**config.mk**
```make
export PLATFORM = sky130hd
export DESIGN_NAME = mpfs_queue
export DESIGN_NICKNAME = d
export VERILOG_FILES = /design/src/hw/rtl/mpfs_pkg.sv /design/src/hw/rtl/mpfs_queue.sv
export SDC_FILE = /design/constraint.sdc
export NUM_CORES = 1
export LEC_CHECK = 0
export ABC_AREA = 1
export CAP_MARGIN = 20
export CORE_UTILIZATION = 56
export DETAILED_ROUTE_END_ITERATION = 6
export DONT_BUFFER_PORTS = 1
export GPL_TIMING_DRIVEN = 0
export MAX_ROUTING_LAYER = met4
export PLACE_DENSITY_LB_ADDON = 0.05
export SLEW_MARGIN = 20
export SYNTH_ARGS = -nofsm -noshare
export SYNTH_HDL_FRONTEND = slang
export SYNTH_SLANG_ARGS = --single-unit
```
**constraint.sdc**
```tcl
create_clock -name clock -period 2.8 [get_ports clock]
set_input_delay 0.84 -clock clock [delete_from_list [all_inputs] [get_ports clock]]
set_output_delay 0.84 -clock clock [all_outputs]
set_load 0.02 [all_outputs]
```
**src/hw/rtl/mpfs_pkg.sv**
```systemverilog
// Shared types, geometry constants and codes for the mono framebuffer scaler.
`timescale 1ns / 1ps

package mpfs_pkg;

   // Screen and source geometry
   localparam int SCREEN_WIDTH  = 320;
   localparam int SCREEN_HEIGHT = 240;
   localparam int SIDE_INSET    = 4;
   localparam int SOURCE_WIDTH  = 128;
   localparam int SOURCE_HEIGHT = 64;

   localparam int STORE_DEPTH = 1024;
   localparam int ADDR_W      = 10;
   localparam int BYTE_W      = 8;
   localparam int X_W         = 9;
   localparam int Y_W         = 8;
   localparam int COLOR_W     = 16;
   localparam int COORD_W     = 12;

   // Aspect fit, worked out at elaboration
   localparam int USABLE       = SCREEN_WIDTH - 2 * SIDE_INSET;
   localparam bit FIT_BY_WIDTH =
      (USABLE * SOURCE_HEIGHT) <= (SCREEN_HEIGHT * SOURCE_WIDTH);
   localparam int FIT_W = (USABLE <= 0) ? 0 :
      (FIT_BY_WIDTH ? USABLE : (SCREEN_HEIGHT * SOURCE_WIDTH) / SOURCE_HEIGHT);
   localparam int FIT_H = (USABLE <= 0) ? 0 :
      (FIT_BY_WIDTH ? (USABLE * SOURCE_HEIGHT) / SOURCE_WIDTH : SCREEN_HEIGHT);
   localparam int OFF_X = (SCREEN_WIDTH - FIT_W) / 2;
   localparam int OFF_Y = (SCREEN_HEIGHT - FIT_H) / 2;
   localparam bit FIT_OK = (FIT_W > 0) && (FIT_H > 0);
   localparam int FIT_W_DIV = (FIT_W > 0) ? FIT_W : 1;
   localparam int FIT_H_DIV = (FIT_H > 0) ? FIT_H : 1;

   // Offsets into the image and source coordinates
   localparam int DX_W = $clog2(SCREEN_WIDTH);
   localparam int DY_W = $clog2(SCREEN_HEIGHT);
   localparam int SX_W = $clog2(SOURCE_WIDTH);
   localparam int SY_W = $clog2(SOURCE_HEIGHT);

   // Reciprocal scaling: q0 = (d * C) >> K is the quotient or one below it
   localparam int KX   = $clog2(SCREEN_WIDTH * SOURCE_WIDTH);
   localparam int KY   = $clog2(SCREEN_HEIGHT * SOURCE_HEIGHT);
   localparam int RX   = (1 << KX) / FIT_W_DIV;
   localparam int RY   = (1 << KY) / FIT_H_DIV;
   localparam int CX_W = SX_W + KX + 1;
   localparam int CY_W = SY_W + KY + 1;
   localparam logic [CX_W-1:0] CX = CX_W'(SOURCE_WIDTH * RX);
   localparam logic [CY_W-1:0] CY = CY_W'(SOURCE_HEIGHT * RY);
   localparam int NX_W = KX + 1;
   localparam int NY_W = KY + 1;

   // Byte index into the store
   localparam int IDX_W =
      ((SX_W + SY_W) > ADDR_W ? (SX_W + SY_W) : ADDR_W) + 1;
   localparam int PAGE_SHIFT = 3;
   localparam logic [2:0] PAGE_ROW_MASK = 3'h7;

   localparam int QUEUE_DEPTH = 4;
   localparam int QPTR_W      = $clog2(QUEUE_DEPTH);

   typedef enum logic [0:0] {
      OP_WRITE = 1'b0,
      OP_QUERY = 1'b1
   } op_type;

   typedef enum logic [0:0] {
      CSR_CLEAR_COLOR = 1'b0,
      CSR_SET_COLOR   = 1'b1
   } csr_index_type;

   typedef struct packed {
      op_type              operation;
      logic [ADDR_W-1:0]   fb_address;
      logic [BYTE_W-1:0]   fb_byte;
      logic [X_W-1:0]      screen_x;
      logic [Y_W-1:0]      screen_y;
   } req_word_type;

   typedef struct packed {
      logic [COLOR_W-1:0]  pixel_color;
      logic                in_image;
   } rsp_word_type;

   // Classified word passed from front to back
   typedef struct packed {
      op_type              operation;
      logic                in_image;
      logic [DX_W-1:0]     dx;
      logic [DY_W-1:0]     dy;
      logic [ADDR_W-1:0]   fb_address;
      logic [BYTE_W-1:0]   fb_byte;
   } entry_type;

   typedef struct packed {
      logic [COLOR_W-1:0]  clear_color;
      logic [COLOR_W-1:0]  set_color;
   } color_cfg_type;

endpackage

```
**src/hw/rtl/mpfs_queue.sv**
```systemverilog
// Short word queue between the front and back stages.
`timescale 1ns / 1ps

module mpfs_queue (
   input  logic                clock,
   input  logic                reset,
   input  logic                push_valid,
   output logic                push_ready,
   input  mpfs_pkg::entry_type push_entry,
   output logic                pop_valid,
   input  logic                pop_ready,
   output mpfs_pkg::entry_type pop_entry
);
   import mpfs_pkg::*;

   entry_type         slot_ff [QUEUE_DEPTH];
   logic [QPTR_W-1:0] wr_ptr_ff, wr_ptr_in;
   logic [QPTR_W-1:0] rd_ptr_ff, rd_ptr_in;
   logic [QPTR_W:0]   count_ff, count_in;
   logic              do_push, do_pop;

   assign push_ready = count_ff < (QPTR_W + 1)'(QUEUE_DEPTH);
   assign pop_valid  = count_ff != '0;
   assign pop_entry  = slot_ff[rd_ptr_ff];

   always_comb begin
      do_push   = push_valid && push_ready;
      do_pop    = pop_valid && pop_ready;
      wr_ptr_in = do_push ? wr_ptr_ff + 1'b1 : wr_ptr_ff;
      rd_ptr_in = do_pop ? rd_ptr_ff + 1'b1 : rd_ptr_ff;
      count_in  = count_ff;
      if (do_push && !do_pop) begin
         count_in = count_ff + 1'b1;
      end else if (do_pop && !do_push) begin
         count_in = count_ff - 1'b1;
      end
   end

   always_ff @(posedge clock) begin
      if (reset) begin
         wr_ptr_ff <= '0;
         rd_ptr_ff <= '0;
         count_ff  <= '0;
      end else begin
         wr_ptr_ff <= wr_ptr_in;
         rd_ptr_ff <= rd_ptr_in;
         count_ff  <= count_in;
      end
      if (do_push) begin
         slot_ff[wr_ptr_ff] <= push_entry;
      end
   end

endmodule

```
After elaboration in Yosys (flattened, before gate mapping)
Memory sizes are Yosys's and may differ from the RTL's. A register that Yosys moved wholly into a read port is not among the register bits.
Index checks and enable logic that the tools add are counted.
{"block": "op_classes", "n_mux": 6, "n_reduce_logical": 8, "magnitude_cmp": 1, "n_addsub": 4}
{"cell": "$mux W3", "count": 2}
{"cell": "$add A2 B1 Y2 const B", "count": 2}
{"cell": "$logic_and A1 B1 Y1", "count": 4}
{"cell": "$mux W2", "count": 2}
{"cell": "$add A3 B1 Y3 const B", "count": 1}
{"cell": "$lt A3 B3 Y1 const B", "count": 1}
{"cell": "$reduce_bool A3 Y1", "count": 1}
{"cell": "$sub A3 B1 Y3 const B", "count": 1}
{"cell": "$logic_not A1 Y1", "count": 2}
{"cell": "$mux W1", "count": 2}
{"cell": "$reduce_bool A2 Y1", "count": 1}
{"block": "word_totals", "mem_bits_rw": 148, "out_inout_bits": 39, "memories": 1, "wordCells": 23, "register_bits": 7}
{"memory": "slot_ff", "depth": 4, "width": 37, "read_ports": 1, "rd_clocked_by_memory_dff": 1, "write_ports": 1, "line_no": "mpfs_queue.sv:16", "source": "entry_type slot_ff [QUEUE_DEPTH];"}

Logic depth before layout (Yosys ltp)
Gate-level depths: netlist of run 1.
{"block": "logic_depth", "word_depth": 6, "depth_mapped": 12}

Worst setup path after synthesis of run 1
OpenSTA, ideal clock, no wires.
{"block": "synth_timing", "path_kind": "input port to flip-flop", "from": "input push_valid", "to": "memory slot_ff[0][0] (netlist bit) (enable)", "setup_time_ns": 0.431, "path_slack_ns": -0.209, "cell_stages": 2, "arrival_ns": 2.578, "path_buffers": 0, "path_cell_list": "nand2_1 nor2_1"}
{"block": "synth_via", "elab_chain_len": 3}
{"item": "start, declared", "line_no": "mpfs_queue.sv:7", "source": "input logic push_valid,"}
{"item": "$logic_and A1 B1 Y1", "line_no": "mpfs_queue.sv:27", "source": "do_push = push_valid && push_ready;"}
{"item": "$mux W1", "line_no": "mpfs_queue.sv:49", "source": "if (do_push) begin"}
{"item": "$mux W1 (implied by the code)", "line_no": "mpfs_queue.sv:50", "source": "slot_ff[wr_ptr_ff] <= push_entry;"}
{"item": "end, declared", "line_no": "mpfs_queue.sv:16"}
No other way between the ends.

==> results of run 1 <==
stage by stage:
step	instance area [µm²]	hold WS (ps)	cells	setup slack (ps)
finish	7050	389	593	165
global route	7050	355	593	31.8
CTS	6910	364	593	0.839
detailed placement	6310	487	563	366
global placement	6120	480	557	-1520
floorplan	5950	459	421	-209
area by class of cell:
| cell class | count | share of cell area, % |
|---|---|---|
| plain buffers | 23 | 2.38 |
| clock buffers | 18 | 5.93 |
| clock inverters | 12 | 1.05 |
| inverters | 16 | 0.852 |
| multi-input cells | 225 | 19.4 |
| flip-flops and latches | 157 | 65.6 |
| well taps | 136 | 2.41 |
| repair buffers | 6 | 2.34 |
state kept, by name (all words and copies together), names as in the netlist, named ones only:
register / flops
count_ff: 3
wr_ptr_ff: 2
slot_ff: 148
rd_ptr_ff: 2
how the worst max path moves through the flow:
stage	start	to	slack (ps)	depth (start not counted)
final	register	pop_entry[23]	170	4
after CTS	register	pop_entry[19]	0.8	6
after detailed placement	register	pop_entry[23]	370	4
after global placement	push_valid	slot_ff[0][4]	-1520	2
after global routing	register	pop_entry[23]	30	4
after floorplan	push_valid	slot_ff[0][0]	-210	2
layer usage:
metal  part of all wire [%]  up-vias  routed length (µm)  track usage, %
met2                     52      120                6050            37.1
met3                    7.5        6                 872            7.24
met4                   0.74        0                  86            9.56
met1                     40     1676                4680            26.1
met5                      0        -                   0               -
li1                       -     1609                   -               -
critical path: cells and delay by family (launching register included):
kind            cells  cell delay, ps
buf+inv             2             560
flops               1             310
compound gates      2             420
synthesized netlist by cell type:
cell / number
edfxtp_1: 148
nor2_1: 83
o21ai_0: 50
o22ai_1: 37
o21ai_1: 28
inv_1: 15
nand2_1: 12
clkbuf_1: 9
dfxtp_1: 9
buf_6: 8
a21oi_1: 6
ha_1: 5
buf_2: 4
nand3_1: 3
buf_4: 1
clkbuf_2: 1
fa_1: 1
inv_2: 1
logic make-up (layout without fill, tap and decap cells):
family / Yosys count / after routing / share of synthesized area [%]
fa+ha+maj: 6 / 6 / 1.39
flops: 157 / 157 / 77.8
compound gates: 121 / 121 / 11.0
buf+inv: 39 / 75 / 3.64
simple gates: 98 / 98 / 6.25
power by group:
part	switching, mW	internal (mW)	total, mW
sequential	0.0723	2.85	2.92
combinational	1.27	0.548	1.81
clock	0.842	1.07	1.91
total	2.18	4.46	6.65
==> summary.md, run 1 <==
| Metric | Value |
|---|---|
| Chip Width | `105 µm` |
| # IOs | `80` |
| Area grow syn2layout | `18.5%` |
| Remaining Overflow, GRT | `0` |
| Global-route wire length before repair | `17800 µm` |
| Core area | `0.0103 mm²` |
| Setup violators final | `0` |
| Final HPWL DP | `6990 µm` |
| DRC violations left | `0` |
| Row count | `37` |
| Critical path class | `register to output pin` |
| # diodes | `0` |
| Status | `finished clean` |
| Die Span Y | `105 µm` |
| PD cells | `943 mW/mm²` |
| Most frequent cells in the layout | `edfxtp_1, nor2_1, o21ai_0, o22ai_2, o21ai_1` |
| Req. time, crit path | `1960 ps` |
| Clk sinks | `157` |
| Fill cell count | `720` |
| Max_slew headroom | `48.7%` |
| Net Count, Synth | `468` |
| Routed Wire Length | `11700 µm` |
| Slew @ Worst Pin | `768 ps` |
| Critical Path Fanout Max | `10` |
| Final worst clock skew | `7.51 ps` |
| Leak | `2.40 nW` |
| Worst-path cell chain | `inv_1 -> clkbuf_2 -> o21ai_0 -> o22ai_2` |
| Unrepaired setup endpoints after global routing | `no` |
| Critical-path top delay cell | `dfxtp_1` |
| Mapped cell area | `0.00595 mm²` |
| Number of port buffers | `0` |
| Final Wtd Congestion | `0.694` |
| Max cap viols | `0` |
| Max Fclk | `380 MHz` |
| Setup tns final | `0 ps` |
| CP endpoint kind | `output pin` |
| Register area | `0.00462 mm²` |
| Setup repair bufs after CTS | `0` |
| Top cell type's share of synthesized area | `74.7%` |
| CTS tree | `yes` |
| Drt wl/cell | `19.7 µm` |
| Initial antenna violation count | `0` |
| Hold WC Path Type | `input pin to register` |
| CTS buffer count | `17` |
| Hold Path Origin | `reset` |
| Util after Layout | `68.3%` |
| R2r setup slk | `640 ps` |
| Clock transition at path regs | `60 ps` |
| Startpoint Class | `register` |
| First-pass DRT Iterations | `4` |
| Reg-to-reg startpoint | `count_ff[2]` |
| Reg2reg end | `slot_ff[3][6]` |
| Final Max Tran Viols | `0` |
| Final worst path period share | `94.1%` |
| Root Driver | `clkbuf_8` |
| Peak VDD IR | `0.462 mV` |
| Period minus WS final | `2630 ps` |
| Pwr Total | `6.65 mW` |
| Commonest non-fill, non-tap cell in the layout | `edfxtp_1` |
| Synth warn | `0` |
| CTS max path bufs | `2` |
| ANT nets after route | `0` |
| Largest area contributor in the netlist | `edfxtp_1` |
| Final net count | `493` |
| Yosys cell types | `18` |
| Layout cells sized above 1 | `21.2%` |
| Number of synthesized register bits | `157` |
| Latest clock arrival within the worst-skew pair | `510 ps` |
| Initial drt markers | `154` |
| Top cells by area, synth | `edfxtp_1, nor2_1, o21ai_0` |
| Vias in the first global route | `3490` |
| R2R cell count | `4` |
| Endpoint, Worst Hold | `rd_ptr_ff[0]` |
| Seq/Total Area, Yosys | `77.8%` |
| Vias | `3411` |
| Area of the multi-input gates | `0.00137 mm²` |
| Via density | `5.75` |
| CTS H-tree depth | `4` |
| Hold path cells | `1` |
| Fin. Hold Viols | `0` |
| Hold Buf Count CTS | `0` |
| Starting Density | `57.6%` |
| Largest net degree at the start of global routing | `22` |
| Die area | `0.0110 mm²` |
| Post-CTS Resized | `22` |
| Syn avg cell area | `14.1 µm²` |
| Total GRT Usage | `22.7%` |
| Cells after synthesis | `421` |
| Worst Path Arrival | `1790 ps` |
| Critical Path Max Stage Delay | `310 ps` |
Power figures use the tool's default switching activity.
==> inputs of run 2 (changes only) <==
Settings changed: RECOVER_POWER set to 100.
==> run 2 against run 1 <==
Effect of this change: clock power is essentially flat; global-route usage is the same; combinational power shrank 3%; non-clock buffer count is the same; core utilization shrank 0.69 points; flip-flop and latch count is the same; largest cell class unchanged; largest power group unchanged; highest routed layer unchanged.
==> summary.md, run 2 (synthesized netlist as in run 1, its figures left out) <==
| Metric | Value |
|---|---|
| Hold Buf Count CTS | `0` |
| Number of port buffers | `0` |
| Startpoint Class | `register` |
| Req. time, crit path | `1960 ps` |
| Placed instance area | `0.00631 mm²` |
| Fill cell count | `729` |
| Slew @ Worst Pin | `1360 ps` |
| Max cap viols | `0` |
| Worst Path Arrival | `1830 ps` |
| Routed Wire Length | `11800 µm` |
| PD cells | `946 mW/mm²` |
| Unrepaired setup endpoints after global routing | `no` |
| Period minus WS final | `2670 ps` |
| Starting Density | `57.6%` |
| Reg-to-reg startpoint | `count_ff[2]` |
| Layout cells sized above 1 | `20.6%` |
| Final HPWL DP | `6990 µm` |
| Register area | `0.00462 mm²` |
| Max reg flops | `148` |
| Initial drt markers | `180` |
| Setup repair bufs after CTS | `0` |
| Die area | `0.0110 mm²` |
| DRC violations left | `0` |
| Final cell count without fillers | `593` |
| Largest registers | `slot_ff: 148 flops, count_ff: 3 flops` |
| Critical path class | `register to output pin` |
| Largest net degree at the start of global routing | `22` |
| Biggest register | `slot_ff` |
| Final worst path period share | `95.3%` |
| Peak VDD IR | `0.455 mV` |
| Final worst clock skew | `9.91 ps` |
| Clk sinks | `157` |
| Setup violators final | `0` |
| Placed insts | `563` |
| CP endpoint kind | `output pin` |
| Die Span Y | `105 µm` |
| Hold Path Origin | `reset` |
| Remaining Overflow, GRT | `0` |
| Vias in the first global route | `3490` |
| Final hold slack | `389 ps` |
| Final Max Tran Viols | `0` |
| # IOs | `80` |
| Max Fclk | `375 MHz` |
| Leak | `2.38 nW` |
| Area of the multi-input gates | `0.00134 mm²` |
| Drt wl/cell | `19.9 µm` |
| # diodes | `0` |
| CTS H-tree depth | `4` |
| Hold WC Path Type | `input pin to register` |
| Clock transition at path regs | `60 ps` |
| Vias | `3424` |
| Final Wtd Congestion | `0.694` |
| Latest clock arrival within the worst-skew pair | `510 ps` |
| CTS buffer count | `17` |
| CTS max path bufs | `2` |
| Via density | `5.77` |
| ANT nets after route | `0` |
| First-pass DRT Iterations | `4` |
| Most frequent cells in the layout | `edfxtp_1, nor2_1, o21ai_0, o22ai_2` |
| Commonest non-fill, non-tap cell in the layout | `edfxtp_1` |
| Final Cell Area | `0.00698 mm²` |
| Critical Path Fanout Max | `10` |
| Post-CTS Resized | `22` |
| Initial antenna violation count | `0` |
| Global-route wire length before repair | `17800 µm` |
| Fin. Hold Viols | `0` |
| Row count | `37` |
| Chip Width | `105 µm` |
| Final net count | `493` |
| Util after Layout | `67.6%` |
| CTS tree | `yes` |
| Status | `finished clean` |
| Core area | `0.0103 mm²` |
| Root Driver | `clkbuf_8` |
| Area grow syn2layout | `17.3%` |
| Total GRT Usage | `22.7%` |
| Setup tns final | `0 ps` |
| Max_slew headroom | `9.46%` |
[run 2: area by class of cell]
cell class / count / area share [%]
plain buffers: 23 / 2.35
repair buffers: 6 / 1.76
inverters: 16 / 0.861
clock buffers: 18 / 5.99
flip-flops and latches: 157 / 66.3
well taps: 136 / 2.44
multi-input cells: 225 / 19.2
clock inverters: 12 / 1.06
[run 2: critical path, cell delays in order (launching register included)]
cell and delay, ps:
dfxtp_1 340, buf_6 150, inv_1 80, buf_6 160
buf_4 200, nor2_1 70, o22ai_2 310
[run 2: layer usage]
layer / routed length [µm] / global-route usage [%] / up-vias
met5: 0 / - / -
met4: 126 / 9.56 / 0
met3: 762 / 7.24 / 12
met2: 6080 / 37.1 / 114
met1: 4850 / 26.1 / 1694
li1: - / - / 1604
[run 2: report_power, final]
part | internal (mW) | switching (mW)
Clock | 1.07 | 0.845
Sequential | 2.85 | 0.0714
Combinational | 0.508 | 1.25
Total | 4.43 | 2.17
[run 2: worst paths after layout]
kind,endpoint,slack [ps],cells after the start
setup reg to reg,slot_ff[1][1],260,5
hold reg to reg,rd_ptr_ff[0],500,2
hold / removal,rd_ptr_ff[0],390,1
setup / recovery,pop_entry[15],130,6
[run 2: stage by stage]
stage	power, mW	worst slack, ps
final	6.60	132
after global routing	6.87	17.5
after CTS	6.60	0.839
after detailed placement	4.62	366
after global placement	4.50	-1520
after floorplan	4.16	-209
==> inputs of run 3 (changes only) <==
==> constraint.sdc (replaced) <==
create_clock -name clock -period 2.8 [get_ports clock]
set_input_delay 0.14 -clock clock [delete_from_list [all_inputs] [get_ports clock]]
set_output_delay 0.14 -clock clock [all_outputs]
set_load 0.02 [all_outputs]
==> run 3 against run 2 <==
Effect of this change: wire length shrank 0.96%; setup slack improved by 270 ps; total power is 1.5% lower; critical endpoint is now pop_entry[32]; largest power group unchanged; non-clock buffer count is 40 higher; via count is 1.8% higher; hold slack lost 350 ps.
==> summary.md, run 3 (synthesized netlist as in run 1, its figures left out) <==
| Metric | Value |
|---|---|
| Final Wtd Congestion | `0.694` |
| Via density | `5.51` |
| Most used cell, CP | `buf_6` |
| Clk sinks | `157` |
| First-pass DRT Iterations | `5` |
| Pre-CTS setup slack | `612 ps` |
| Initial drt markers | `146` |
| Drt wl/cell | `18.5 µm` |
| Clock transition at path regs | `60 ps` |
| Final worst setup slack | `399 ps` |
| Total GRT Usage | `23.1%` |
| Final HPWL DP | `6990 µm` |
| Startpoint Class | `register` |
| Global-route wire length before repair | `18200 µm` |
| CP endpoint kind | `output pin` |
| Die Span Y | `105 µm` |
| # diodes | `0` |
| Most frequent cells in the layout | `edfxtp_1, nor2_1, o21ai_0, dlygate4sd3_1, o22ai_1` |
| Worst Path Arrival | `2260 ps` |
| Vias in the first global route | `3616` |
| Initial antenna violation count | `0` |
| Vias | `3486` |
| Critical path class | `register to output pin` |
| Root Driver | `clkbuf_8` |
| Max reg flops | `148` |
| Unrepaired setup endpoints after global routing | `no` |
| Req. time, crit path | `2660 ps` |
| Commonest non-fill, non-tap cell in the layout | `edfxtp_1` |
| Largest net degree at the start of global routing | `22` |
| Remaining Overflow, GRT | `0` |
| Routed Wire Length | `11700 µm` |
| Fill cell count | `718` |
| Number of port buffers | `0` |
| CP Buf/Inv Count | `4` |
| Setup violators final | `0` |
| Final Max Tran Viols | `0` |
| Final net count | `533` |
| Peak VDD IR | `0.469 mV` |
| Critical Path Fanout Max | `10` |
| Worst-path cell chain | `buf_6 -> inv_1 -> buf_6 -> clkbuf_1 -> nor2_1 -> o22ai_1` |
| Row count | `37` |
| ANT nets after route | `0` |
| Reg-to-reg startpoint | `count_ff[2]` |
| CTS H-tree depth | `4` |
| Die area | `0.0110 mm²` |
| CTS buffer count | `17` |
| PD cells | `908 mW/mm²` |
| Area grow syn2layout | `20.3%` |
| Leak | `2.45 nW` |
| Status | `finished clean` |
| Critical-path top delay cell | `o22ai_1` |
| CTS max path bufs | `2` |
| Max Fclk | `417 MHz` |
| Starting Density | `57.6%` |
| Placed instance area | `0.00631 mm²` |
| Max_slew headroom | `21.6%` |
| Kind of cell adding the most delay to the critical path | `buffers and inverters` |
| Slew @ Worst Pin | `1170 ps` |
| Core area | `0.0103 mm²` |
| CTS tree | `yes` |
| Largest registers | `slot_ff: 148 flops, count_ff: 3 flops` |
| Final Cell Area | `0.00715 mm²` |
| Hold Path Origin | `push_valid` |
| Chip Width | `105 µm` |
| Final worst clock skew | `8.97 ps` |
| Max cap viols | `0` |
| # IOs | `80` |
| Period minus WS final | `2400 ps` |
| Hold WC Path Type | `input pin to register` |
| Critical Path Max Stage Delay | `500 ps` |
| Fin. Hold Viols | `0` |
| Final worst path period share | `85.7%` |
| DRC violations left | `0` |
| Layout cells sized above 1 | `9.46%` |
| Post-CTS Resized | `0` |
| Biggest register | `slot_ff` |
| Latest clock arrival within the worst-skew pair | `510 ps` |
==> run 3: metrics by stage <==
step	power, mW	setup TNS, ps	hold WS (ps)	cells	util [%]
after floorplan	4.16	0	209	421	-
after global placement	4.50	-183380	211	557	59.3
after global routing	6.79	0	44.7	633	69.3
after detailed placement	4.62	0	212	563	61.1
final	6.50	0	37.5	633	69.3
after CTS	6.59	0	148	633	69.8
==> run 3: final timing paths <==
kind | endpoint | slack, ps | depth (start not counted)
setup / recovery | pop_entry[32] | 400 | 6
hold / removal | wr_ptr_ff[1] | 40 | 2
hold reg to reg | register | 510 | 2
setup reg to reg | slot_ff[3][34] | 430 | 4
==> run 3: worst register-to-register path: stages (launching register included) <==
cell,delay [ps]
dfxtp_1,300
inv_1,230
nand2_1,290
nor2_4,620
clkbuf_2,560
==> run 3: cell type report <==
| type | count | area, µm² | share of cell area [%] |
|---|---|---|---|
| sequential | 157 | 4620 | 64.6 |
| multi-input combinational | 225 | 1120 | 15.6 |
| timing repair buffer | 46 | 543 | 7.59 |
| clock buffer | 18 | 418 | 5.84 |
| tap | 136 | 170 | 2.38 |
| buffer | 23 | 149 | 2.08 |
| clock inverter | 12 | 73.8 | 1.03 |
| inverter | 16 | 60.1 | 0.839 |
==> run 3: report_power, final <==
part	total, mW	internal (mW)	switching [mW]	leakage (nW)
Sequential	2.92	2.85	0.0712	1.43
Combinational	1.67	0.466	1.20	0.775
Clock	1.91	1.07	0.842	0.243
Total	6.50	4.38	2.12	2.45
==> run 3: what timing repair did <==
action / 4_1_cts / 5_1_grt
setup buffers: 0 / 0
endpoints found under the hold margin: 157 / 0
hold buffers: 40 / 0
==> run 3: layer usage <==
layer	track usage, %	vias to the layer above	wire [µm]
met1	27.8	1673	4800
met3	4.87	15	757
met5	-	-	0
met4	10.8	0	169
met2	37.7	108	5980
li1	-	1690	-
