## src/hw/rtl/mpfs_pkg.sv

```systemverilog
// Shared types, geometry constants and codes for the mono framebuffer scaler.
`timescale 1ns / 1ps

package mpfs_pkg;

   // Screen and source geometry
   localparam int SCREEN_WIDTH  = 320;
   localparam int SCREEN_HEIGHT = 240;
   localparam int SIDE_INSET    = 4;
   localparam int SOURCE_WIDTH  = 128;
   localparam int SOURCE_HEIGHT = 64;

   localparam int STORE_DEPTH = 1024;
   localparam int ADDR_W      = 10;
   localparam int BYTE_W      = 8;
   localparam int X_W         = 9;
   localparam int Y_W         = 8;
   localparam int COLOR_W     = 16;
   localparam int COORD_W     = 12;

   // Aspect fit, worked out at elaboration
   localparam int USABLE       = SCREEN_WIDTH - 2 * SIDE_INSET;
   localparam bit FIT_BY_WIDTH =
      (USABLE * SOURCE_HEIGHT) <= (SCREEN_HEIGHT * SOURCE_WIDTH);
   localparam int FIT_W = (USABLE <= 0) ? 0 :
      (FIT_BY_WIDTH ? USABLE : (SCREEN_HEIGHT * SOURCE_WIDTH) / SOURCE_HEIGHT);
   localparam int FIT_H = (USABLE <= 0) ? 0 :
      (FIT_BY_WIDTH ? (USABLE * SOURCE_HEIGHT) / SOURCE_WIDTH : SCREEN_HEIGHT);
   localparam int OFF_X = (SCREEN_WIDTH - FIT_W) / 2;
   localparam int OFF_Y = (SCREEN_HEIGHT - FIT_H) / 2;
   localparam bit FIT_OK = (FIT_W > 0) && (FIT_H > 0);
   localparam int FIT_W_DIV = (FIT_W > 0) ? FIT_W : 1;
   localparam int FIT_H_DIV = (FIT_H > 0) ? FIT_H : 1;

   // Offsets into the image and source coordinates
   localparam int DX_W = $clog2(SCREEN_WIDTH);
   localparam int DY_W = $clog2(SCREEN_HEIGHT);
   localparam int SX_W = $clog2(SOURCE_WIDTH);
   localparam int SY_W = $clog2(SOURCE_HEIGHT);

   // Reciprocal scaling: q0 = (d * C) >> K is the quotient or one below it
   localparam int KX   = $clog2(SCREEN_WIDTH * SOURCE_WIDTH);
   localparam int KY   = $clog2(SCREEN_HEIGHT * SOURCE_HEIGHT);
   localparam int RX   = (1 << KX) / FIT_W_DIV;
   localparam int RY   = (1 << KY) / FIT_H_DIV;
   localparam int CX_W = SX_W + KX + 1;
   localparam int CY_W = SY_W + KY + 1;
   localparam logic [CX_W-1:0] CX = CX_W'(SOURCE_WIDTH * RX);
   localparam logic [CY_W-1:0] CY = CY_W'(SOURCE_HEIGHT * RY);
   localparam int NX_W = KX + 1;
   localparam int NY_W = KY + 1;

   // Byte index into the store
   localparam int IDX_W =
      ((SX_W + SY_W) > ADDR_W ? (SX_W + SY_W) : ADDR_W) + 1;
   localparam int PAGE_SHIFT = 3;
   localparam logic [2:0] PAGE_ROW_MASK = 3'h7;

   localparam int QUEUE_DEPTH = 4;
   localparam int QPTR_W      = $clog2(QUEUE_DEPTH);

   typedef enum logic [0:0] {
      OP_WRITE = 1'b0,
      OP_QUERY = 1'b1
   } op_type;

   typedef enum logic [0:0] {
      CSR_CLEAR_COLOR = 1'b0,
      CSR_SET_COLOR   = 1'b1
   } csr_index_type;

   typedef struct packed {
      op_type              operation;
      logic [ADDR_W-1:0]   fb_address;
      logic [BYTE_W-1:0]   fb_byte;
      logic [X_W-1:0]      screen_x;
      logic [Y_W-1:0]      screen_y;
   } req_word_type;

   typedef struct packed {
      logic [COLOR_W-1:0]  pixel_color;
      logic                in_image;
   } rsp_word_type;

   // Classified word passed from front to back
   typedef struct packed {
      op_type              operation;
      logic                in_image;
      logic [DX_W-1:0]     dx;
      logic [DY_W-1:0]     dy;
      logic [ADDR_W-1:0]   fb_address;
      logic [BYTE_W-1:0]   fb_byte;
   } entry_type;

   typedef struct packed {
      logic [COLOR_W-1:0]  clear_color;
      logic [COLOR_W-1:0]  set_color;
   } color_cfg_type;

endpackage

```

## src/hw/rtl/mpfs_front.sv

```systemverilog
// Front stage: takes request words and classifies queries against the image area.
`timescale 1ns / 1ps

module mpfs_front (
   input  logic                  clock,
   input  logic                  reset,
   input  logic                  req_valid,
   output logic                  req_ready,
   input  mpfs_pkg::req_word_type req_word,
   output logic                  out_valid,
   input  logic                  out_ready,
   output mpfs_pkg::entry_type   out_entry
);
   import mpfs_pkg::*;

   logic       valid_ff, valid_in;
   entry_type  entry_ff, entry_in;

   logic [COORD_W-1:0] x_ext, y_ext, x_rel, y_rel;
   logic               x_hit, y_hit;

   assign req_ready = !valid_ff || out_ready;

   always_comb begin
      x_ext = COORD_W'(req_word.screen_x);
      y_ext = COORD_W'(req_word.screen_y);
      x_rel = x_ext - COORD_W'(OFF_X);
      y_rel = y_ext - COORD_W'(OFF_Y);
      x_hit = (x_ext < COORD_W'(SCREEN_WIDTH)) && (x_ext >= COORD_W'(OFF_X)) &&
              (x_rel < COORD_W'(FIT_W));
      y_hit = (y_ext < COORD_W'(SCREEN_HEIGHT)) && (y_ext >= COORD_W'(OFF_Y)) &&
              (y_rel < COORD_W'(FIT_H));

      entry_in.operation  = req_word.operation;
      entry_in.in_image   = FIT_OK && x_hit && y_hit;
      entry_in.dx         = x_rel[DX_W-1:0];
      entry_in.dy         = y_rel[DY_W-1:0];
      entry_in.fb_address = req_word.fb_address;
      entry_in.fb_byte    = req_word.fb_byte;

      valid_in = valid_ff;
      if (req_ready) begin
         valid_in = req_valid;
      end
   end

   always_ff @(posedge clock) begin
      if (reset) begin
         valid_ff <= 1'b0;
      end else begin
         valid_ff <= valid_in;
      end
      if (req_ready && req_valid) begin
         entry_ff <= entry_in;
      end
   end

   assign out_valid = valid_ff;
   assign out_entry = entry_ff;

endmodule

```

## config.mk

```make
export PLATFORM = sky130hd
export DESIGN_NAME = mpfs_front
export DESIGN_NICKNAME = d
export VERILOG_FILES = /design/src/hw/rtl/mpfs_pkg.sv /design/src/hw/rtl/mpfs_front.sv
export SDC_FILE = /design/constraint.sdc
export NUM_CORES = 1
export LEC_CHECK = 0
export ABC_AREA = 0
export BUFFER_PORTS_ARGS = -buffer_cell sky130_fd_sc_hd__buf_4
export CAP_MARGIN = 20
export CORE_ASPECT_RATIO = 1.2
export CORE_MARGIN = 4
export CORE_UTILIZATION = 30
export CTS_CLUSTER_SIZE = 14
export DETAILED_ROUTE_END_ITERATION = 10
export MAX_ROUTING_LAYER = met4
export SYNTH_ARGS = -nofsm -noshare
export SYNTH_HDL_FRONTEND = slang
export SYNTH_SLANG_ARGS = --single-unit
```

## constraint.sdc

```tcl
create_clock -name clock -period 1.94 [get_ports clock]
set_input_delay 0.485 -clock clock [delete_from_list [all_inputs] [get_ports clock]]
set_output_delay 0.485 -clock clock [all_outputs]
set_load 0.03 [all_outputs]
```

# --- After elaboration in Yosys (flattened, before gate mapping) ---
# Cells that the tools add are included.
totals:
  out_inout_bits: 39
  word_cells: 23
  inputBits: 40
  register_bits: 38
classes:
  order_cmp: 6
  reduce_logical: 8
  n_addsub: 2
op_table:
  columns: ["op", "n"]
  rows:
  - ["$lt 12x8->1 const B", 1]
  - ["$lt 12x9->1 const B", 1]
  - ["$sub 9x3->10 const B", 1]
  - ["$ge 9x3->1 const B", 1]
  - ["$lt 9x9->1 const B", 1]
  - ["$sub 8x6->9 const B", 1]
  - ["$ge 8x6->1 const B", 1]
  - ["$lt 8x8->1 const B", 1]
  - ["$logic_and 1x1->1", 6]
  - ["$logic_not 1->1", 1]
  - ["$logic_or 1x1->1", 1]

# --- Depth between registers and ports, before layout ---
# Gate-level depths: netlist (run 1).
depth:
  ltp_word: 4
  depth_mapped: 7
  depth_no_buf: 7

# --- Worst setup path before layout (run 1) ---
# OpenSTA, ideal clock, no wires.
synth_path:
  path_type: "input -> register"
  from: "input out_ready"
  to: "register entry_ff, in the netlist out_entry[0], enable pin"
  stages: 2
  required_ps: 1542
  path_buffers: 0
  t_arrival_ps: 1770
  setup_slack_ps: -228
  setup_ps: 398
  path_cell_list: "nand2b_1 > and2_1"
synth_via:
  elab_chain_cells: 2
synth_lines:
  columns: ["element", "line_no", "source"]
  rows:
  - ["start: declaration", "mpfs_front.sv:11", "input logic out_ready,"]
  - ["$logic_or 1x1->1", "mpfs_front.sv:22", "assign req_ready = !valid_ff || out_ready;"]
  - ["$logic_and 1x1->1", "mpfs_front.sv:53", "if (req_ready && req_valid) begin"]
  - ["end signal: assignment", "mpfs_front.sv:54", "entry_ff <= entry_in;"]
  - ["end: declaration", "mpfs_front.sv:17", "entry_type entry_ff, entry_in;"]
# Every way passes these cells.
# A chain may end at the register's enable or synchronous reset.

==> results_dict.tcl, run 1 <==
set metrics [dict create \
    status "finished, final reports clean" \
    cts_hold_buf 0 \
    cts_tree "done" \
    timing.slew.headroom_pct 47.87 \
    gr-total-overflow 0 \
    met3_length_um 464 \
    viasPerCell 4.439 \
    first_pass_iters 4 \
    num_rows 28 \
    syn-cell-area_um2 1565 \
    antenna_cells 0 \
    io_pins 79 \
    antenna_found_initial 0 \
    fin_nets 236 \
    ctsResizeCount 0 \
    grt_pass1_wl_um 5154 \
    yosys_warnings 0 \
    seq_area_um2 1131 \
    min_period_ps 1694 \
    design.core.area_um2 5010 \
    dpl.cell_count 245 \
    hold_class "input pin to flop" \
    instances_no_fill 253 \
    synthAdderAreaFrac_pct 3.197 \
    grt_max_degree 38 \
    numCtsBuffers 5 \
    p_leak_uw 0.0009952 \
    hold_viol_final 0 \
    die_area_um2 6442 \
    synth-edff-count 37 \
    wl_met2_um 1564 \
    avgSynthCellArea_um2 15.35 \
    p_per_area_nw_per_um2 793.1 \
    routed.top_layer "met4" \
    clock_sinks 38 \
    synth_cell_types 32 \
    async_reset_ff_share_pct 0 \
    multi_input_area_um2 400.4 \
    slew_viol_final 0 \
    synth.ff_latch_count 38 \
    cts_buffer_depth 2 \
    yosysSeqAreaShare_pct 72.26 \
    htreeDepth 2 \
    dieHeight_um 87.13 \
    io_buffers 78 \
    max_cap_viol_count 0 \
    n_fill_cell 470 \
    worstSetupStartpointType "input pin" \
    start_util_pct 31.24 \
    grt_setup_unrepaired "no" \
    arrival_ps 1810 \
    synth_fp_nets 146 \
    worst_skew_pair.late_latency_ps 280 \
    tns_ps 0 \
    yosys.area_share.simple_pct 8.873 \
    layout-drive-gt1-share_pct 49.22 \
    cts_root_buf "clkbuf_8" \
    critPathMaxFanout 2 \
    peakVddDrop_mv 0.2655 \
    synth-xor-area-share_pct 6.155 \
    crit_required_ps 2050 \
    tightestPinTransition_ps 781.9 \
    synth_flop_cell "edfxtp_1" \
    synth_compound_area_share_pct 7.274 \
    setup_viol 0 \
    dpl.hpwl_um 2795 \
    vias 1123 \
    ant_nets 0 \
    finalClockSkew_ps 5.414 \
    grt_pass1_vias 1100 \
    finish.utilization_pct 47.08 \
    worstRegToRegCells 2 \
    end_kind "flop" \
    holdPathStages 2 \
    clkSlewWorstSetupHoldPaths_ps 70 \
    post_drt_wl_per_cell_um 13.31 \
    period_share_pct 87.34 \
    synth_top_family_by_area "simple AND/OR/NAND/NOR gates" \
    crit_type "input pin to flop" \
    synthMuxAreaShare_pct 0 \
    cts_setup_buffers 0 \
    globalplace.congestion 0.8573 \
    fmax_ghz 0.5902 \
    wl_met1_um 1236 \
    area_growth_pct 50.68 \
    wl_um 3368 \
    drc 0 \
    grt_use_total_pct 11.04 \
    drt_iter0_drc 21 \
    netlist_instances 102 \
    p_total_uw 1870 \
    die_w_um 73.94 \
]
-- report_power, final --
| group | total (uW) | switching [uW] | internal (uW) | leakage, uW |
|---|---|---|---|---|
| Clock | 522 | 236 | 286 | 0.0000482 |
| Combinational | 367 | 211 | 156 | 0.000581 |
| Sequential | 982 | 13.8 | 968 | 0.000366 |
| Total | 1870 | 461 | 1410 | 0.000995 |
-- state kept, by name, indices dropped and copies added (netlist names) --
register and cells:
out_valid 1, out_entry 37
-- cells in the mapped netlist (2+ instances only) --
master    instances  area, um2
edfxtp_1         37       1111
inv_1             8      30.03
nor2_1            7      26.28
xor2_1            6      52.55
xnor2_1           5      43.79
ha_1              4      50.05
o21ai_0           4      20.02
a21oi_1           2      10.01
nand2_1           2      7.510
nand2b_1          2      12.51
nand3_1           2      10.01
nor4_1            2      12.51
o21a_1            2      15.01
-- path summary, 6_finish.rpt --
check	startpoint	end	slack (ps)
worst max-delay path	req_word[11]	out_entry[35]$_DFFE_PP_	250
worst max register to register	out_valid$_SDFFE_PP0N_	out_entry[33]$_DFFE_PP_	470
worst min register to register	out_valid$_SDFFE_PP0N_	out_valid$_SDFFE_PP0N_	520
worst min-delay path	reset	out_valid$_SDFFE_PP0N_	350
-- cell families after synthesis --
logic type / after synthesis
flip-flops: 38
XOR/XNOR: 11
adder cells (fa/ha/maj): 4
buffers and inverters: 9
AO/OA/AOI/OAI: 16
AND/OR/NAND/NOR: 24
-- per-stage QoR --
step	area, um2	hold WS [ps]	setup slack, ps
floorplan	1567	554.1	150.4
global placement	2267	496.9	-43.81
detailed placement	2267	512.5	-65.40
CTS	2359	338.6	231.6
global route	2359	351.9	159.2
finish	2359	350.3	245.6
-- cell usage in the layout (no fill, tap or decap) --
| cell | count |
|---|---|
| o211ai_1 | 1 |
| clkbuf_8 | 6 |
| clkbuf_1 | 1 |
| o21a_1 | 2 |
| nor3_2 | 1 |
| nor3_1 | 1 |
| a21o_1 | 1 |
| dfxtp_1 | 1 |
| nand3_1 | 2 |
| a21boi_0 | 1 |
| nor3b_1 | 1 |
| o21ai_0 | 4 |
| ha_1 | 4 |
| a41oi_1 | 1 |
| nand3b_1 | 1 |
| clkinv_2 | 1 |
| nand2b_1 | 2 |
| xnor2_1 | 5 |
| nor2_1 | 7 |
| nor3b_2 | 1 |
| o311ai_1 | 1 |
| a311oi_2 | 1 |
| edfxtp_1 | 37 |
| nor4_1 | 2 |
| inv_1 | 8 |
| nor2b_1 | 1 |
| or3b_1 | 1 |
| o31a_1 | 1 |
| buf_4 | 84 |
| a21oi_1 | 2 |
| nand2_1 | 2 |
| xor2_1 | 6 |
| o21ai_1 | 1 |
| and2_2 | 1 |
| nand4_1 | 1 |
-- routing by layer --
layer / global-route usage, % / up-vias
met5: - / -
met4: 6.590 / 0
met1: 11.52 / 488
li1: - / 555
met3: 3.695 / 10
met2: 17.82 / 70
-- layout make-up --
type / instances / area share (%)
sequential: 38 / 47.96
timing repair buffer: 84 / 26.74
multi-input combinational: 55 / 16.98
clock buffer: 7 / 3.660
tap: 60 / 3.183
inverter: 8 / 1.273
clock inverter: 1 / 0.2122
-- critical path, stage by stage --
cell      delay [ps]
buf_4            110
inv_1             70
ha_1             120
or3b_1           340
a21oi_1          180
o311ai_1         120
a21o_1           170
a311oi_2         210
No activity file was read; power rests on OpenSTA's default activity.
==> inputs of run 2 (changes only) <==
--- a/config.mk
+++ b/config.mk
@@ -10,10 +10,11 @@
 export CAP_MARGIN = 20
 export CORE_ASPECT_RATIO = 1.2
 export CORE_MARGIN = 4
-export CORE_UTILIZATION = 30
+export CORE_UTILIZATION = 40
 export CTS_CLUSTER_SIZE = 14
 export DETAILED_ROUTE_END_ITERATION = 10
 export MAX_ROUTING_LAYER = met4
+export PLACE_DENSITY = 0.74
 export SYNTH_ARGS = -nofsm -noshare
 export SYNTH_HDL_FRONTEND = slang
 export SYNTH_SLANG_ARGS = --single-unit
==> results_dict.tcl, run 2 (synthesis results as in run 1) <==
set metrics [dict create \
    met1_usage_pct 14.55 \
    crit_type "input pin to flop" \
    seq_area_um2 1131 \
    n_fill_cell 291 \
    ant_nets 0 \
    hold_class "input pin to flop" \
    crit_cells 8 \
    cp_cell_sequence "buf_4 -> inv_1 -> ha_1 -> or3b_1 -> a21oi_1 -> o311ai_1 -> a21o_1 -> a311oi_2" \
    p_total_uw 1837 \
    drc 0 \
    first_pass_iters 4 \
    finalClockSkew_ps 6.295 \
    worst_skew_pair.late_latency_ps 280 \
    slowest_delay_ps 350 \
    die_area_um2 4982 \
    viasPerCell 4.725 \
    antenna_found_initial 0 \
    grt_pass1_vias 1149 \
    cp_top_family "compound AO/OA/AOI/OAI gates" \
    clock_sinks 38 \
    slew_viol_final 0 \
    globalplace.congestion 0.6739 \
    post_drt_wl_per_cell_um 13.95 \
    rrSetupSlack_ps 660 \
    wl_um 3404 \
    crit_path_end "out_entry[35]$_DFFE_PP_" \
    io_pins 79 \
    die_w_um 65.11 \
    rr_startpoint "out_valid$_SDFFE_PP0N_" \
    vias 1153 \
    worstSetupStartpointType "input pin" \
    cts_root_buf "clkbuf_8" \
    crit_required_ps 2050 \
    ctsResizeCount 0 \
    end_kind "flop" \
    worstSetupStartpoint "req_word[11]" \
    peakVddDrop_mv 0.2859 \
    status "finished, final reports clean" \
    fmax_ghz 0.5875 \
    drt_iter0_drc 25 \
    grt_max_degree 29 \
    tightestPinTransition_ps 248.7 \
    hold_viol_final 0 \
    cts_buffer_depth 2 \
    worstRegToRegCells 3 \
    r2r-end "out_entry[13]$_DFFE_PP_" \
    multi_input_area_um2 400.4 \
    grt_setup_unrepaired "no" \
    io_buffers 78 \
    start_util_pct 42.38 \
    grt_use_met3_pct 5.015 \
    gr-total-overflow 0 \
    numCtsBuffers 5 \
    grt_busiest_layer "met2" \
    htreeDepth 2 \
    design.core.area_um2 3694 \
    num_rows 24 \
    clkSlewWorstSetupHoldPaths_ps 70 \
    grt_pass1_wl_um 5264 \
    min_period_ps 1702 \
    grt_use_total_pct 14.49 \
    dieHeight_um 76.53 \
    critPathMaxFanout 2 \
    use_met2_pct 24.46 \
    cts_setup_buffers 0 \
    largest_register_ffs 37 \
    p_leak_uw 0.0009891 \
    period_share_pct 87.74 \
    timing.hold.ws_ps 351.0 \
    max_cap_viol_count 0 \
    p_per_area_nw_per_um2 783.8 \
    crit_path_top_delay_cell "or3b_1" \
    final_cell_mix "buf_4 (82), edfxtp_1 (37), inv_1 (8)" \
    dpl.hpwl_um 2844 \
    final_common_cell "buf_4" \
    area_growth_pct 49.72 \
    antenna_cells 0 \
    cts_tree "done" \
    setup_viol 0 \
    cts_hold_buf 0 \
    layout-drive-gt1-share_pct 48.44 \
    timing.slew.headroom_pct 83.27 \
    fin_nets 235 \
    crit_buf_inv 2 \
    arrival_ps 1820 \
]
==> run 2: cell types whose count changed in the layout (fill, tap and decap cells not counted), sizes merged <==
cell / delta
clkinv: +1
buf: -1
clkbuf: -1
==> run 2: worst reg2reg max path, cell delays in order, from the launching register on <==
cell      delay, ps
dfxtp_1         310
nand2b_1        110
and2_2          320
buf_12          230
==> run 2: routing by layer <==
metal  routed length, um  vias to the layer above
met3                 397                        5
li1                    -                      554
met5                   0                        -
met1                1206                      532
met4                  79                        0
met2                1721                       62
==> run 2: power breakdown <==
group / total [uW] / switching [uW] / leakage [uW] / internal (uW)
clock network: 481 / 235 / 0.0000426 / 246
registers: 981 / 14.1 / 0.000366 / 967
logic: 374 / 213 / 0.000580 / 161
total: 1840 / 463 / 0.000989 / 1370
==> run 2: worst min-delay path by stage <==
stage,start,to,cells past startpoint
6_report,reset,out_valid$_SDFFE_PP0N_,2
5_1_grt,reset,out_valid$_SDFFE_PP0N_,2
4_1_cts,reset,out_valid$_SDFFE_PP0N_,2
3_5_place_dp,out_valid$_SDFFE_PP0N_,out_valid$_SDFFE_PP0N_,2
3_3_place_gp,out_valid$_SDFFE_PP0N_,out_valid$_SDFFE_PP0N_,2
2_1_floorplan,reset,out_valid$_SDFFE_PP0N_,1
==> run 2: cell type report <==
class | instances | area share (%)
flip-flops and latches | 38 | 48.26
well taps | 52 | 2.776
repair buffers | 83 | 27.12
inverters | 8 | 1.281
multi-input cells | 55 | 17.08
clock inverters | 2 | 0.3737
clock buffers | 6 | 3.097
==> run 2: through the flow <==
step | util (%) | worst slack [ps] | instances | cell area, um2 | setup TNS (ps)
floorplan | - | 150.4 | 102 | 1567 | 0
global placement | 61.25 | -32.75 | 236 | 2262 | -32.75
detailed placement | 61.25 | -60.38 | 236 | 2262 | -60.38
CTS | 63.45 | 235.7 | 244 | 2344 | 0
global route | 63.45 | 150.1 | 244 | 2344 | 0
finish | 63.45 | 237.8 | 244 | 2344 | 0
==> inputs of run 3 (changes only) <==
==> constraint.sdc (replaced) <==
create_clock -name clock -period 1.94 [get_ports clock]
set_input_delay 0.194 -clock clock [delete_from_list [all_inputs] [get_ports clock]]
set_output_delay 0.194 -clock clock [all_outputs]
set_load 0.03 [all_outputs]
==> results_dict.tcl, run 3 (synthesis results as in run 1) <==
set metrics [dict create \
    worst_skew_pair.late_latency_ps 280 \
    grt_setup_unrepaired "no" \
    fmax_ghz 0.7042 \
    drt_iter0_drc 50 \
    ant_nets 0 \
    layout-drive-gt1-share_pct 47.34 \
    timing.slew.headroom_pct 70.40 \
    dieHeight_um 76.53 \
    p_per_area_nw_per_um2 796.0 \
    clock_sinks 38 \
    hold_viol_final 0 \
    crit_type "input pin to flop" \
    numCtsBuffers 5 \
    num_rows 24 \
    peakVddDrop_mv 0.3244 \
    n_fill_cell 292 \
    cts_buffer_depth 2 \
    antenna_cells 0 \
    fin_ws_ps 519.9 \
    design.core.area_um2 3694 \
    gr-total-overflow 0 \
    htreeDepth 2 \
    grt_pass1_vias 1102 \
    arrival_ps 1530 \
    start_util_pct 42.38 \
    vias 1130 \
    min_period_ps 1420 \
    end_kind "flop" \
    tightestPinTransition_ps 443.9 \
    final_area_um2 2301 \
    wl_um 3359 \
    cts_tree "done" \
    period_share_pct 73.20 \
    post_drt_wl_per_cell_um 14.00 \
    clkSlewWorstSetupHoldPaths_ps 70 \
    critPathMaxFanout 3 \
    dpl.hpwl_um 2725 \
    ctsResizeCount 0 \
    die_w_um 65.11 \
    crit_required_ps 2050 \
    multi_input_area_um2 400.4 \
    largest_register_ffs 37 \
    p_total_uw 1831 \
    first_pass_iters 4 \
    die_area_um2 4982 \
    globalplace.congestion 0.6791 \
    grt_max_degree 38 \
    cts_root_buf "clkbuf_8" \
    io_pins 79 \
    tns_ps 0 \
    hold_class "input pin to flop" \
    pre_cts_ws_ps 208.4 \
    dpl_cell_area_um2 2220 \
    finalClockSkew_ps 2.668 \
    antenna_found_initial 0 \
    viasPerCell 4.708 \
    instances_no_fill 240 \
    status "finished, final reports clean" \
    max_cap_viol_count 0 \
    slew_viol_final 0 \
    cts_hold_buf 0 \
    final_common_cell "buf_4" \
    fin_nets 231 \
    grt_use_total_pct 14.07 \
    cts_setup_buffers 0 \
    area_growth_pct 47.00 \
    grt_pass1_wl_um 5181 \
    io_buffers 78 \
    final_cell_mix "buf_4 (79), edfxtp_1 (37), inv_1 (8)" \
    dpl.cell_count 232 \
    seq_area_um2 1131 \
    worstSetupStartpointType "input pin" \
    drc 0 \
    setup_viol 0 \
    p_leak_uw 0.0009649 \
]
[run 3: changes by cell type in the layout (fill, tap and decap cells not counted), sizes merged]
cell,before,now
buf,83,79
[run 3: through the flow]
stage | hold slack (ps) | util, %
after floorplan | 263.1 | -
final | 59.92 | 62.30
after global routing | 52.74 | 62.30
after detailed placement | 352.4 | 60.09
after CTS | 51.52 | 62.30
after global placement | 348.8 | 60.09
[run 3: power breakdown]
group | total [uW] | internal [uW] | switching, uW
Combinational | 362 | 151 | 211
Sequential | 981 | 967 | 13.6
Clock | 489 | 246 | 242
Total | 1830 | 1360 | 467
[run 3: final cells by class]
cell class / count / area share, %
sequential: 38 / 49.16
timing repair buffer: 79 / 25.77
multi-input combinational: 55 / 17.40
clock buffer: 6 / 3.154
tap: 52 / 2.828
inverter: 8 / 1.305
clock inverter: 2 / 0.3806
[run 3: worst max-delay path, cell delays in order]
cell and delay (ps):
buf_4 120, inv_1 70, ha_1 130, or3b_1 340
a21oi_1 170, o311ai_1 110, a21o_1 170, a311oi_2 230
[run 3: per-layer routing]
| layer | share of wire [%] | up-vias | track usage, % | wire (um) |
|---|---|---|---|---|
| met3 | 13 | 6 | 5.162 | 424 |
| met1 | 37 | 518 | 14.80 | 1242 |
| met2 | 48 | 61 | 22.72 | 1612 |
| met5 | 0 | - | - | 0 |
| li1 | - | 545 | - | - |
| met4 | 2.4 | 0 | 7.469 | 79 |
[run 3: worst paths after layout]
check	slack (ps)	end	cells after the start	startpoint
max	520	out_entry[35]$_DFFE_PP_	8	req_word[11]
min	60	out_valid$_SDFFE_PP0N_	2	reset
max reg2reg	640	out_entry[36]$_DFFE_PP_	3	out_valid$_SDFFE_PP0N_
min reg2reg	520	out_valid$_SDFFE_PP0N_	2	out_valid$_SDFFE_PP0N_
